File: src/rtl/core/c3s_pkg.sv
package c3s_pkg;

  // Size limits (defaults for the top-level parameters)
  localparam int unsigned MAX_WIDTH_DEF  = 1024;
  localparam int unsigned MAX_HEIGHT_DEF = 4096;

  // Field widths
  localparam int unsigned PIX_W      = 8;
  localparam int unsigned COEF_W     = 7;
  localparam int unsigned PROD_W     = 15;  // 8u x 7s
  localparam int unsigned ROWSUM_W   = 17;  // three products
  localparam int unsigned SUM_W      = 19;  // three row sums
  localparam int unsigned OROW_W     = 12;
  localparam int unsigned OCOL_W     = 10;
  localparam int unsigned WIDTH_W    = 11;
  localparam int unsigned HEIGHT_W   = 13;
  localparam int unsigned MASK_W     = 63;
  localparam int unsigned CFG_IDX_W  = 2;
  localparam int unsigned WIN        = 3;
  localparam int unsigned TAPS       = WIN * WIN;

  localparam logic [WIDTH_W-1:0]  WIDTH_RST  = 11'd640;
  localparam logic [HEIGHT_W-1:0] HEIGHT_RST = 13'd480;

  // Result queue depth; also bounds the number of results in flight
  localparam int unsigned FIFO_DEPTH = 8;

  typedef enum logic [CFG_IDX_W-1:0] {
    CFG_WIDTH  = 2'd0,
    CFG_HEIGHT = 2'd1,
    CFG_MASK   = 2'd2
  } cfg_reg_e;

  // Per-item control carried down the pipe
  typedef struct packed {
    logic              emit;
    logic              last;
    logic [OROW_W-1:0] row;
    logic [OCOL_W-1:0] col;
  } meta_t;

  typedef struct packed {
    logic signed [SUM_W-1:0] sum;
    logic [OROW_W-1:0]       row;
    logic [OCOL_W-1:0]       col;
    logic                    last;
  } result_t;

endpackage

File: src/rtl/core/c3s_cell.sv
// One window tap: holds a pixel, hands it to the next column, registers its product.
module c3s_cell (
  input  logic                              clk_i,
  input  logic                              rst_ni,
  input  logic                              shift_i,
  input  logic [c3s_pkg::PIX_W-1:0]         pix_i,
  input  logic signed [c3s_pkg::COEF_W-1:0] coef_i,
  output logic [c3s_pkg::PIX_W-1:0]         pix_o,
  output logic signed [c3s_pkg::PROD_W-1:0] prod_o
);

  logic [c3s_pkg::PIX_W-1:0]            pix_q;
  logic signed [c3s_pkg::PROD_W-1:0]    prod_q;
  logic signed [c3s_pkg::PIX_W+c3s_pkg::COEF_W:0] prod_full;

  always_ff @(posedge clk_i or negedge rst_ni) begin
    if (!rst_ni) begin
      pix_q <= '0;
    end else if (shift_i) begin
      pix_q <= pix_i;
    end
  end

  assign prod_full = $signed({1'b0, pix_q}) * coef_i;

  always_ff @(posedge clk_i) begin
    prod_q <= prod_full[c3s_pkg::PROD_W-1:0];
  end

  assign pix_o  = pix_q;
  assign prod_o = prod_q;

endmodule

File: config.mk
export PLATFORM = sky130hd
export DESIGN_NAME = c3s_cell
export DESIGN_NICKNAME = d
export VERILOG_FILES = /design/src/rtl/core/c3s_pkg.sv /design/src/rtl/core/c3s_cell.sv
export SDC_FILE = /design/constraint.sdc
export NUM_CORES = 1
export LEC_CHECK = 0
export ABC_AREA = 1
export BUFFER_PORTS_ARGS = -buffer_cell sky130_fd_sc_hd__buf_4
export CAP_MARGIN = 30
export CORE_UTILIZATION = 54
export CTS_BUF_LIST = sky130_fd_sc_hd__clkbuf_8
export CTS_CLUSTER_DIAMETER = 60
export DETAILED_ROUTE_END_ITERATION = 6
export GPL_ROUTABILITY_DRIVEN = 0
export PLACE_DENSITY_LB_ADDON = 0.12
export SKIP_CTS_REPAIR_TIMING = 1
export SLEW_MARGIN = 20
export SYNTH_ARGS = -nofsm -noshare
export SYNTH_HDL_FRONTEND = slang
export SYNTH_SLANG_ARGS = --single-unit
File: constraint.sdc
create_clock -name clk_i -period 3.81 [get_ports clk_i]
set_input_delay 0.1905 -clock clk_i [delete_from_list [all_inputs] [get_ports clk_i]]
set_output_delay 0.1905 -clock clk_i [all_outputs]
set_load 0.1 [all_outputs]
# Word level (Yosys, flattened, before mapping)
# Index checks and enable logic that the tools add are counted.
[word_totals] in_bits=18 wordCells=3 output_inout_bits=23 ff_bits=23
[op_classes] multipliers=1
[ops] cell="$mul A9 B7 Y15" count=1

# Logic depth before layout (Yosys ltp)
[depth] ltp_word=1 depth_mapped=20 mapped_depth_nobuf=19

# Least setup slack after synthesis
# OpenSTA, ideal clock, no wires.
[synth_timing] kind="register -> register" start="register pix_q, in the netlist pix_o[1]" end="register prod_q, in the netlist prod_o[13]" required_time_ns=3.697 setup_time_ns=0.113 stages_incl_launch_ff=19 period_less_slack_ns=4.417 n_path_buf=1 arrival_time_ns=4.305 setup_slack_ns=-0.607 path_cell_list="dfrtp_1 > clkbuf_1 > nand2_1 > fa_1 > fa_1 > inv_1 > fa_1 > inv_1 > fa_1 > inv_1 > ha_1 > nand2_1 > nand2_1 > nand2_1 > nand2_1 > nand2_1 > nand3_1 > nand2_1 > nand2_1"
[synth_between] elab_chain_cells=1
[synth_lines] element="start: declaration" line="c3s_cell.sv:12" text="logic [c3s_pkg::PIX_W-1:0] pix_q;"
[synth_lines] element="start signal: assignment" line="c3s_cell.sv:20" text="pix_q <= pix_i;"
[synth_lines] element="$mul A9 B7 Y15" line="c3s_cell.sv:24" text="assign prod_full = $signed({1'b0, pix_q}) * coef_i;"
[synth_lines] element="named net prod_full (one bit)" line="c3s_cell.sv:14" text="logic signed [c3s_pkg::PIX_W+c3s_pkg::COEF_W:0] prod_full;"
[synth_lines] element="end signal: assignment" line="c3s_cell.sv:27" text="prod_q <= prod_full[c3s_pkg::PROD_W-1:0];"
[synth_lines] element="end: declaration" line="c3s_cell.sv:13" text="logic signed [c3s_pkg::PROD_W-1:0] prod_q;"
# The timed path passes the listed nets, and every way through them passes these cells.
# A chain may end at the register's enable or synchronous reset.

# Final worst setup path
[layout_timing] start="register pix_q, in the netlist pix_o[2]" end="register prod_q, in the netlist prod_o[13]"
# Same word-level chain as after synthesis.

==> impl_results.md <==
* Layout cell share with drive strength beyond 1 at a little under a quarter
* Total grt overflow at 0
* # setup viols final at 0
* CTS tree: yes
* Async SR Flop Fraction at about a third
* Starting DRT DRC Count at 61
* Synth warn at 0
* Antenna viol nets, final at 0
* Largest area contributor in the netlist: fa_1
* Switching Share at a little under three fifths
* CTS Buf Count at 3
* DIE WIDTH at about 73 um
* Slew Viols, Final at 0
* R2r worst-path depth at 17
* Post-Route WL at between 5000 and 6000 um
* Relative slew slack at between 80 and 90%
* Die span in y at around 73 um
* Final period utilization at a little over nine tenths
* Iteration count of the initial detailed-routing pass at 4
* RSZ-0062 raised after global routing: true
* Mapped Area at approximately 2700 um^2
* Overall die area at 5380 um^2
* Largest net degree at the start of global routing at 13
* Initial Utilization at roughly 57%
* Worst Tran Pin Value at between 0.2 and 0.3 ns
* Combinational share of power at between 70% and 80%
* Final Hold Vio Count at 0
* WP data required at between 3 and 4 ns
* Ports at 41
* Sequential cell fraction of total power at ~14%
* Final instance area at about 3400 um^2
* DRC at 0
* Clock tree buffer depth at 2
* Global-route wire length before repair at around 9300 um
* Buffers added on ports at 40
* Detailed Place HPWL at around 4400 um
* Syn Nets at around 460
* Top FF cell, synth: dfxtp_1
* DR WL/cell at 11.4 um
* Fillers at between 400 and 500
* Crit path max fanout at 8
* Hold Path Depth at 3
* ANT cells at 0
* Internal Pwr Total at ~1100 uW
* Count leader, synth: inv_1
* Via Count at ~2300
* Peak Freq at roughly 270 MHz
* Status: completed
* Critical path arrival at 3.86 ns
* Worst setup SP type: flip-flop
* CTS root buffer: clkbuf_8
* Initial antenna violation count at 0
* Final nets at 499
* Placed Area at approximately 3200 um^2
* Top post-synthesis cells by area: fa_1 (22%), ha_1 (17%), inv_1 (15%)
* Switch Pwr at approximately 1500 uW
* Post-synth cell types at 20
* Cells after Synth at 370
* Vias in the first global route at 2179
* Reg clk slew, reported paths at ~0.09 ns
* Clock skew at roughly 0.0067 ns
* Hold WC Path Type: input port to flip-flop
* Worst skew pair latency at between 0.2 and 0.3 ns
* Core area at roughly 4800 um^2
* Max-cap violations at 0
* Clock share of power at under 10%
* Area share of the leading cell type in the synthesized netlist at between 20 and 25%
* Peak supply drop at 0.000387 V
* Synth top cells by count: inv_1 (107), nand2_1 (103), ha_1 (38), fa_1 (30), nor2_1 (19)
* Tmin final at 3.70 ns
* Post-Syn Area per Cell at between 7 and 8 um^2
* Synth-to-layout area growth at 22.1%
* Total track usage at 22.4%
* Sequential share of the synthesized area at 18.2%
* Worst setup EP type: flip-flop
* Dpl cells at ~470
* Leak pwr at between 0.002 and 0.0025 uW
* Num rows at 25
* WHS at ~0.12 ns
* H-tree depth at 1
* Clk sinks at 23
* PD cells at between 700 and 800 nW/um^2
* Post-synth EDFFs at 0
* DR vias/cell at between 4 and 5
* Synth Register Bits at 23
* Crit path kind: flip-flop to flip-flop
* Final Non-Filler Cells at roughly 480
## worst paths after layout
kind / from / endpoint / slack [ns]
hold reg to reg: pix_o[0]$_DFFE_PN0P_ / prod_o[0]$_DFF_P_ / 0.51
max in group asynchronous: rst_ni / pix_o[1]$_DFFE_PN0P_ / 3.35
setup reg to reg: pix_o[2]$_DFFE_PN0P_ / prod_o[13]$_DFF_P_ / 0.11
setup / recovery: pix_o[2]$_DFFE_PN0P_ / prod_o[13]$_DFF_P_ / 0.11
hold / removal: pix_i[0] / pix_o[0]$_DFFE_PN0P_ / 0.12
min in group asynchronous: rst_ni / pix_o[5]$_DFFE_PN0P_ / 0.31
## worst max-delay path: stages (launching register included)
cell,delay [ns]
dfrtp_4,0.53
buf_4,0.16
nor2_2,0.12
fa_1,0.44
fa_1,0.45
fa_1,0.49
inv_1,0.05
fa_1,0.49
inv_2,0.05
ha_4,0.24
nand2_1,0.12
inv_1,0.07
nand2_1,0.06
nand2_1,0.06
nand2_1,0.08
nand3_1,0.07
nand2_1,0.07
nand2_1,0.04
## area by class of cell
cell class	instances	area, um^2	share of cell area (%)
timing repair buffer	51	393	11.7
tap	67	83.8	2.50
multi-input combinational	226	1900	56.7
inverter	108	405	12.1
sequential	23	526	15.7
clock buffer	3	41.3	1.23
clock inverter	1	3.75	0.112
## cell families after synthesis
family / after synthesis / synth area share (%)
AOI/OAI and AO/OA: 9 / 1.73
and+or+nand+nor: 137 / 19.9
DFF: 23 / 18.2
muxes: 6 / 2.46
xor gates and xnor gates: 6 / 1.91
buffers and inverters: 121 / 16.6
adders and majority gates: 68 / 39.2
## per-layer routing
metal	part of all wire (%)	vias to the layer above	track usage (%)	wire length, um
met2	49	57	39.6	2670
met5	0	-	0	0
met1	45	1050	28.5	2450
met4	2.0	0	5.98	110
li1	-	1150	-	-
met3	4.5	11	3.57	244
## through the flow
step,utilization (%),setup TNS [ns],total power (uW),worst slack [ns]
after detailed placement,66.3,0,2340,0.112
after global routing,69.6,-0.104,2810,-0.0431
after global placement,66.3,0,2320,0.145
after CTS,67.2,0,2500,0.0986
final,69.6,0,2560,0.114
after floorplan,-,0,2010,0.00453
## power groups by stage
stage	Combinational, uW	Sequential, uW	Clock (uW)
after floorplan	1090	922	0
after global placement	1950	375	0
after detailed placement	1970	377	0
after CTS	1970	371	160
after global routing	2260	375	169
final	2040	367	153
## cells in the final DEF (no fill, tap or decap), types with 2 or more instances in the layout
cell type  count
nor2_2         4
nand3_2        3
nor2_1        14
dfrtp_2        2
inv_1        104
nand2_1       97
clkbuf_8       3
nand2_2        5
a21oi_2        2
nand2_4        2
ha_4           4
ha_1          32
dfrtp_4        6
xor2_1         4
o21ai_0        2
ha_2           2
mux2_2         6
xnor2_1        2
fa_1          30
inv_2          5
a21oi_1        4
dfxtp_1       15
clkbuf_2       2
nand4_1        3
nand3_1        8
buf_4         47
## sequential cells by signal, indices dropped and copies added, names as in the netlist
signal,flops
pix_o,8
prod_o,15
No activity file was read; power rests on OpenSTA's default activity.
