`src/rtl/core/c3s_pkg.sv`:
```
package c3s_pkg;

  // Size limits (defaults for the top-level parameters)
  localparam int unsigned MAX_WIDTH_DEF  = 1024;
  localparam int unsigned MAX_HEIGHT_DEF = 4096;

  // Field widths
  localparam int unsigned PIX_W      = 8;
  localparam int unsigned COEF_W     = 7;
  localparam int unsigned PROD_W     = 15;  // 8u x 7s
  localparam int unsigned ROWSUM_W   = 17;  // three products
  localparam int unsigned SUM_W      = 19;  // three row sums
  localparam int unsigned OROW_W     = 12;
  localparam int unsigned OCOL_W     = 10;
  localparam int unsigned WIDTH_W    = 11;
  localparam int unsigned HEIGHT_W   = 13;
  localparam int unsigned MASK_W     = 63;
  localparam int unsigned CFG_IDX_W  = 2;
  localparam int unsigned WIN        = 3;
  localparam int unsigned TAPS       = WIN * WIN;

  localparam logic [WIDTH_W-1:0]  WIDTH_RST  = 11'd640;
  localparam logic [HEIGHT_W-1:0] HEIGHT_RST = 13'd480;

  // Result queue depth; also bounds the number of results in flight
  localparam int unsigned FIFO_DEPTH = 8;

  typedef enum logic [CFG_IDX_W-1:0] {
    CFG_WIDTH  = 2'd0,
    CFG_HEIGHT = 2'd1,
    CFG_MASK   = 2'd2
  } cfg_reg_e;

  // Per-item control carried down the pipe
  typedef struct packed {
    logic              emit;
    logic              last;
    logic [OROW_W-1:0] row;
    logic [OCOL_W-1:0] col;
  } meta_t;

  typedef struct packed {
    logic signed [SUM_W-1:0] sum;
    logic [OROW_W-1:0]       row;
    logic [OCOL_W-1:0]       col;
    logic                    last;
  } result_t;

endpackage

```
`src/rtl/core/c3s_fifo.sv`:
```
// Small result queue; head entry drives the output port.
module c3s_fifo #(
  parameter int unsigned DEPTH = c3s_pkg::FIFO_DEPTH,
  parameter int unsigned DW    = $bits(c3s_pkg::result_t),
  parameter int unsigned CW    = $clog2(DEPTH + 1)
) (
  input  logic          clk_i,
  input  logic          rst_ni,
  input  logic          push_i,
  input  logic [DW-1:0] data_i,
  input  logic          pop_i,
  output logic [DW-1:0] data_o,
  output logic          valid_o,
  output logic [CW-1:0] count_o
);

  localparam int unsigned PW = (DEPTH > 1) ? $clog2(DEPTH) : 1;

  logic [DW-1:0] mem_q [DEPTH];
  logic [PW-1:0] wr_ptr_q, wr_ptr_d, rd_ptr_q, rd_ptr_d;
  logic [CW-1:0] count_q, count_d;

  always_comb begin
    wr_ptr_d = wr_ptr_q;
    rd_ptr_d = rd_ptr_q;
    count_d  = count_q;
    if (push_i) begin
      wr_ptr_d = (32'(wr_ptr_q) == DEPTH - 1) ? '0 : wr_ptr_q + 1'b1;
    end
    if (pop_i) begin
      rd_ptr_d = (32'(rd_ptr_q) == DEPTH - 1) ? '0 : rd_ptr_q + 1'b1;
    end
    if (push_i && !pop_i) begin
      count_d = count_q + 1'b1;
    end else if (pop_i && !push_i) begin
      count_d = count_q - 1'b1;
    end
  end

  always_ff @(posedge clk_i or negedge rst_ni) begin
    if (!rst_ni) begin
      wr_ptr_q <= '0;
      rd_ptr_q <= '0;
      count_q  <= '0;
    end else begin
      wr_ptr_q <= wr_ptr_d;
      rd_ptr_q <= rd_ptr_d;
      count_q  <= count_d;
    end
  end

  always_ff @(posedge clk_i) begin
    if (push_i) begin
      mem_q[wr_ptr_q] <= data_i;
    end
  end

  assign data_o  = mem_q[rd_ptr_q];
  assign valid_o = (count_q != '0);
  assign count_o = count_q;

endmodule

```
`config.mk`:
```
export PLATFORM = sky130hd
export DESIGN_NAME = c3s_fifo
export DESIGN_NICKNAME = d
export VERILOG_FILES = /design/src/rtl/core/c3s_pkg.sv /design/src/rtl/core/c3s_fifo.sv
export SDC_FILE = /design/constraint.sdc
export NUM_CORES = 1
export LEC_CHECK = 0
export ABC_AREA = 0
export BUFFER_PORTS_ARGS = -buffer_cell sky130_fd_sc_hd__clkbuf_2
export CAP_MARGIN = 5
export CORE_MARGIN = 3
export CORE_UTILIZATION = 25
export CTS_CLUSTER_SIZE = 8
export DETAILED_ROUTE_END_ITERATION = 6
export SKIP_LAST_GASP = 1
export SLEW_MARGIN = 20
export SYNTH_ARGS = -nofsm -noshare
export SYNTH_HDL_FRONTEND = slang
export SYNTH_SLANG_ARGS = --single-unit
```
`constraint.sdc`:
```
create_clock -name clk_i -period 11.3 [get_ports clk_i]
set_input_delay 0.565 -clock clk_i [delete_from_list [all_inputs] [get_ports clk_i]]
set_output_delay 0.565 -clock clk_i [all_outputs]
set_load 0.02 [all_outputs]
```
Word-level counts from Yosys, hierarchy flattened:

Memories as Yosys holds them, arrays and structs flattened.
Cells that the tools add are included.

* register bits: 10
* latch bits: 0
* bits in writable memories: 336
* memory bits (read-only): 0
* bits of input ports: 46
* output and inout port bits: 47
* logic and storage cells: 22
* memories kept: 1

* add/subtract/negate cells: 4
* multiply operators: 0
* div/mod/pow operators: 0
* $lt $le $gt $ge: 0
* equal/unequal tests: 2
* shift operators: 0
* mux-type cells: 6
* bitwise gates (word level): 0
* reduce and logical (&&, ||, !) cells: 6

Memories
* mem_q: words 8, width 42, rd ports 1, clocked after Yosys merged registers in 0, write ports 1, RTL line c3s_fifo.sv:19 `logic [DW-1:0] mem_q [DEPTH];`

Operators by type and width (number)
* $mux W4: 2
* $add A3 B1 Y3 const B: 2
* $eq A3 B3 Y1 const B: 2
* $mux W3: 2
* $add A4 B1 Y4 const B: 1
* $reduce_bool A4 Y1: 1
* $sub A4 B1 Y4 const B: 1
* $logic_and A1 B1 Y1: 2
* $logic_not A1 Y1: 2
* $mux W1: 2
* $reduce_bool A2 Y1: 1

Longest topological paths before layout:

* depth after elaboration: 4
* gate-level depth with buffers: 7

Least setup slack after synthesis:

No wires, ideal clock.

* path kind: input to register
* start point: input push_i
* end point: memory mem_q[0][0] (netlist name) (enable)
* library setup time: 493 ps
* arrival: 3535 ps
* required time: 10807 ps
* setup slack: 7271 ps
* cell stages on the path: 2
* cells stage by stage: nand2b_1 > nor3_1

* cells in the longest elaborated chain, start to end: 2

Ends and longest elaborated chain
* start: declaration: RTL line c3s_fifo.sv:9 `input logic push_i,`
* $mux W1: RTL line c3s_fifo.sv:53 `if (push_i) begin`
* $mux W1 (implied by the code): RTL line c3s_fifo.sv:54 `mem_q[wr_ptr_q] <= data_i;`
* end: declaration: RTL line c3s_fifo.sv:19

Every way passes these cells.

Final worst setup path:

* start point: register rd_ptr_q[0]
* end point: output data_o[1]

* cells in the longest elaborated chain, start to end: 1

Ends and longest elaborated chain
* start: declaration: RTL line c3s_fifo.sv:20 `logic [PW-1:0] wr_ptr_q, wr_ptr_d, rd_ptr_q, rd_ptr_d;`
* start signal: assignment: RTL line c3s_fifo.sv:47 `rd_ptr_q <= rd_ptr_d;`
* $mem_v2 Z8 W42
* end: declaration: RTL line c3s_fifo.sv:12 `output logic [DW-1:0] data_o,`

Every way passes these cells.

==> impl_metrics.json <==
{
  "status": "complete, no violations",
  "rows": 84,
  "die_area_um2": 56900,
  "finalWirelength_mm": 29.4,
  "clockBufferDepth": 3,
  "grt_util_met2": 0.183,
  "max-vdd-ir-drop_uv": 98.7,
  "grt_max_degree": 53,
  "drc": 0,
  "clockRootBuffer": "clkbuf_16",
  "min_path_cells": 2,
  "cap_viol_max_count": 0,
  "worstSetupEndpointType": "primary output",
  "dr.pass1.iters": 4,
  "via_per_inst": 4.30,
  "grt_pass1_vias": 6588,
  "htree_levels": 2,
  "cts_num_sinks": 346,
  "core_um2": 53000,
  "cp_max_fo": 36,
  "synth_edf_count": 336,
  "drtAntennaViolNets": 0,
  "drive_gt1_frac": 0.398,
  "hold_viol": 0,
  "grt_use_total": 0.105,
  "cts_tree": "built",
  "num_antenna_cells": 0,
  "hold_buffers": 1,
  "syn_nets": 605,
  "hpwl_mm": 16.0,
  "clkLatencyLatePin_ps": 560,
  "synth_top_area_frac": 0.747,
  "post-route-min-period_ps": 3970,
  "fmax_ghz": 0.252,
  "netlist_instances": 551,
  "tns_ps": 0,
  "synth_top_cell_by_area": "edfxtp_1",
  "cts-resized-gates": 0,
  "postSynth.asyncResetShare": 0.0289,
  "cts_buffers": 49,
  "ys_seq_area_frac": 0.765,
  "syn_avg_cell_area_um2": 24.5,
  "slew-limit-headroom": 0.274,
  "fillers": 5127,
  "netlist_top_cells_count": "336 x edfxtp_1, 64 x mux4_2, 38 x mux2_4",
  "fin_ws_ps": 7330,
  "hold_path.class": "primary input to flip-flop",
  "syn_to_final_growth_pct": 19.9,
  "critPathArrivalTime_ps": 3410,
  "ys_warn_count": 0,
  "antenna_found_initial": 3,
  "grt_pass1_wl_mm": 43.6,
  "dr_total_vias": 5986,
  "worstSetupStartpointType": "flip-flop",
  "use_met3": 0.0298,
  "final_nets": 737,
  "gp_congestion": 0.664,
  "critPathKind": "flip-flop to primary output",
  "setup_viol": 0,
  "grt_overflow_total": 0,
  "finalCritPeriodShare": 0.351,
  "synth_cell_types": 29,
  "skew_ps": 8.19,
  "initial_utilization": 0.255,
  "syn_area_um2": 13500,
  "synth_ff_type": "edfxtp_1",
  "post-place-ws_ps": 7560,
  "synth.area.top_cells": "edfxtp_1 75%, mux4_2 11%, mux2_4 4.2%",
  "wl_per_cell_um": 21.1,
  "met1_usage": 0.126,
  "p_leak_uw": 0.00538,
  "p_per_area_nw_per_um2": 270,
  "r2r_cells": 3,
  "portBuffers": 92,
  "synth-seq-cells": 346,
  "cts_setup_buffers": 0,
  "worst_slew_pin_slew_ps": 1090,
  "grt_busiest_layer": "met2",
  "rsz0062_at_grt": "false",
  "fp.dieH_um": 238,
  "dieWidth_um": 238,
  "clk_pin_slew_ps": 50,
  "drv_slew": 0,
  "synth_most_common_cell": "edfxtp_1",
  "drt_iter0_markers": 334,
  "pin_count": 93,
  "cp.required_ps": 10740
}
-- per-stage QoR --
step | util | total power [uW] | instance area [um2] | cells | hold slack (ps)
after floorplan | - | 2720 | 13500 | 551 | 269
after global placement | 0.279 | 3100 | 14800 | 1318 | 457
after detailed placement | 0.279 | 3120 | 14800 | 1318 | 459
after CTS | 0.305 | 4470 | 16200 | 1391 | 242
after global routing | 0.306 | 4600 | 16200 | 1392 | 273
final | 0.306 | 4370 | 16200 | 1392 | 281
-- metal layers --
layer	share of wire	wire, um
met2	0.51	15000
met4	0.021	606
met3	0.051	1500
met1	0.42	12200
met5	0.0013	39
-- sequential cells by signal, summed over array words and instances (netlist names) --
| register | cells |
|---|---|
| wr_ptr_q | 3 |
| mem_q | 336 |
| count_o | 4 |
| rd_ptr_q | 3 |
-- logic make-up (layout without fill, tap and decap cells) --
group                    after synthesis  after routing  synth area share
adder cells (fa/ha/maj)                8              8           0.00796
AND/OR/NAND/NOR                       26             26           0.00963
buffers and inverters                 29            182            0.0158
multiplexers                         132            132             0.196
flip-flops                           346            346             0.765
AO/OA/AOI/OAI                          8              8           0.00380
XOR/XNOR                               2              2           0.00130
-- report_power, final --
group          switching, uW  internal [uW]
combinational            660            629
sequential               150           1610
clock                    500            815
-- critical path, cell delays in order (launching register included) --
cell,delay [ps]
dfrtp_4,680
buf_16,300
buf_4,670
mux4_1,630
mux2_2,310
clkbuf_2,170
-- worst paths after layout --
check	from	end	slack, ps
min in group asynchronous	rst_ni	rd_ptr_q[1]$_DFFE_PN0P_	420
min reg2reg	count_o[2]$_DFFE_PN0P_	count_o[2]$_DFFE_PN0P_	550
min	pop_i	rd_ptr_q[1]$_DFFE_PN0P_	280
max	rd_ptr_q[0]$_DFFE_PN0P_	data_o[1]	7330
max in group asynchronous	rst_ni	rd_ptr_q[0]$_DFFE_PN0P_	10630
max reg2reg	wr_ptr_q[2]$_DFFE_PN0P_	mem_q[2][27]$_DFFE_PP_	8920
-- layout make-up --
| class | instances | area, um2 | share of cell area |
|---|---|---|---|
| well taps | 688 | 861 | 0.0532 |
| flip-flops and latches | 346 | 10400 | 0.639 |
| multi-input cells | 176 | 3010 | 0.186 |
| clock buffers | 71 | 1360 | 0.0841 |
| inverters | 4 | 15.0 | 0.000927 |
| clock inverters | 1 | 8.76 | 0.000541 |
| repair buffers | 106 | 588 | 0.0363 |
-- placed cells by master, fill, tap and decap left out, types with 2 or more instances in the layout --
cell and n:
edfxtp_1 336, clkbuf_2 92, mux4_2 64, clkbuf_16 51, mux2_4 38, mux4_1 20, clkbuf_1 19, buf_4 12
mux2_2 9, ha_1 7, dfrtp_1 7, nor2_4 6, nand2_1 5, inv_1 4, o21ai_0 3, nand3b_1 3
dfrtp_4 3, nand2b_1 2, nor3_2 2, or4_1 2, xnor2_1 2, nor2_1 2, a21oi_1 2, o211ai_1 2
nand3_1 2
Power figures use the tool's default switching activity.
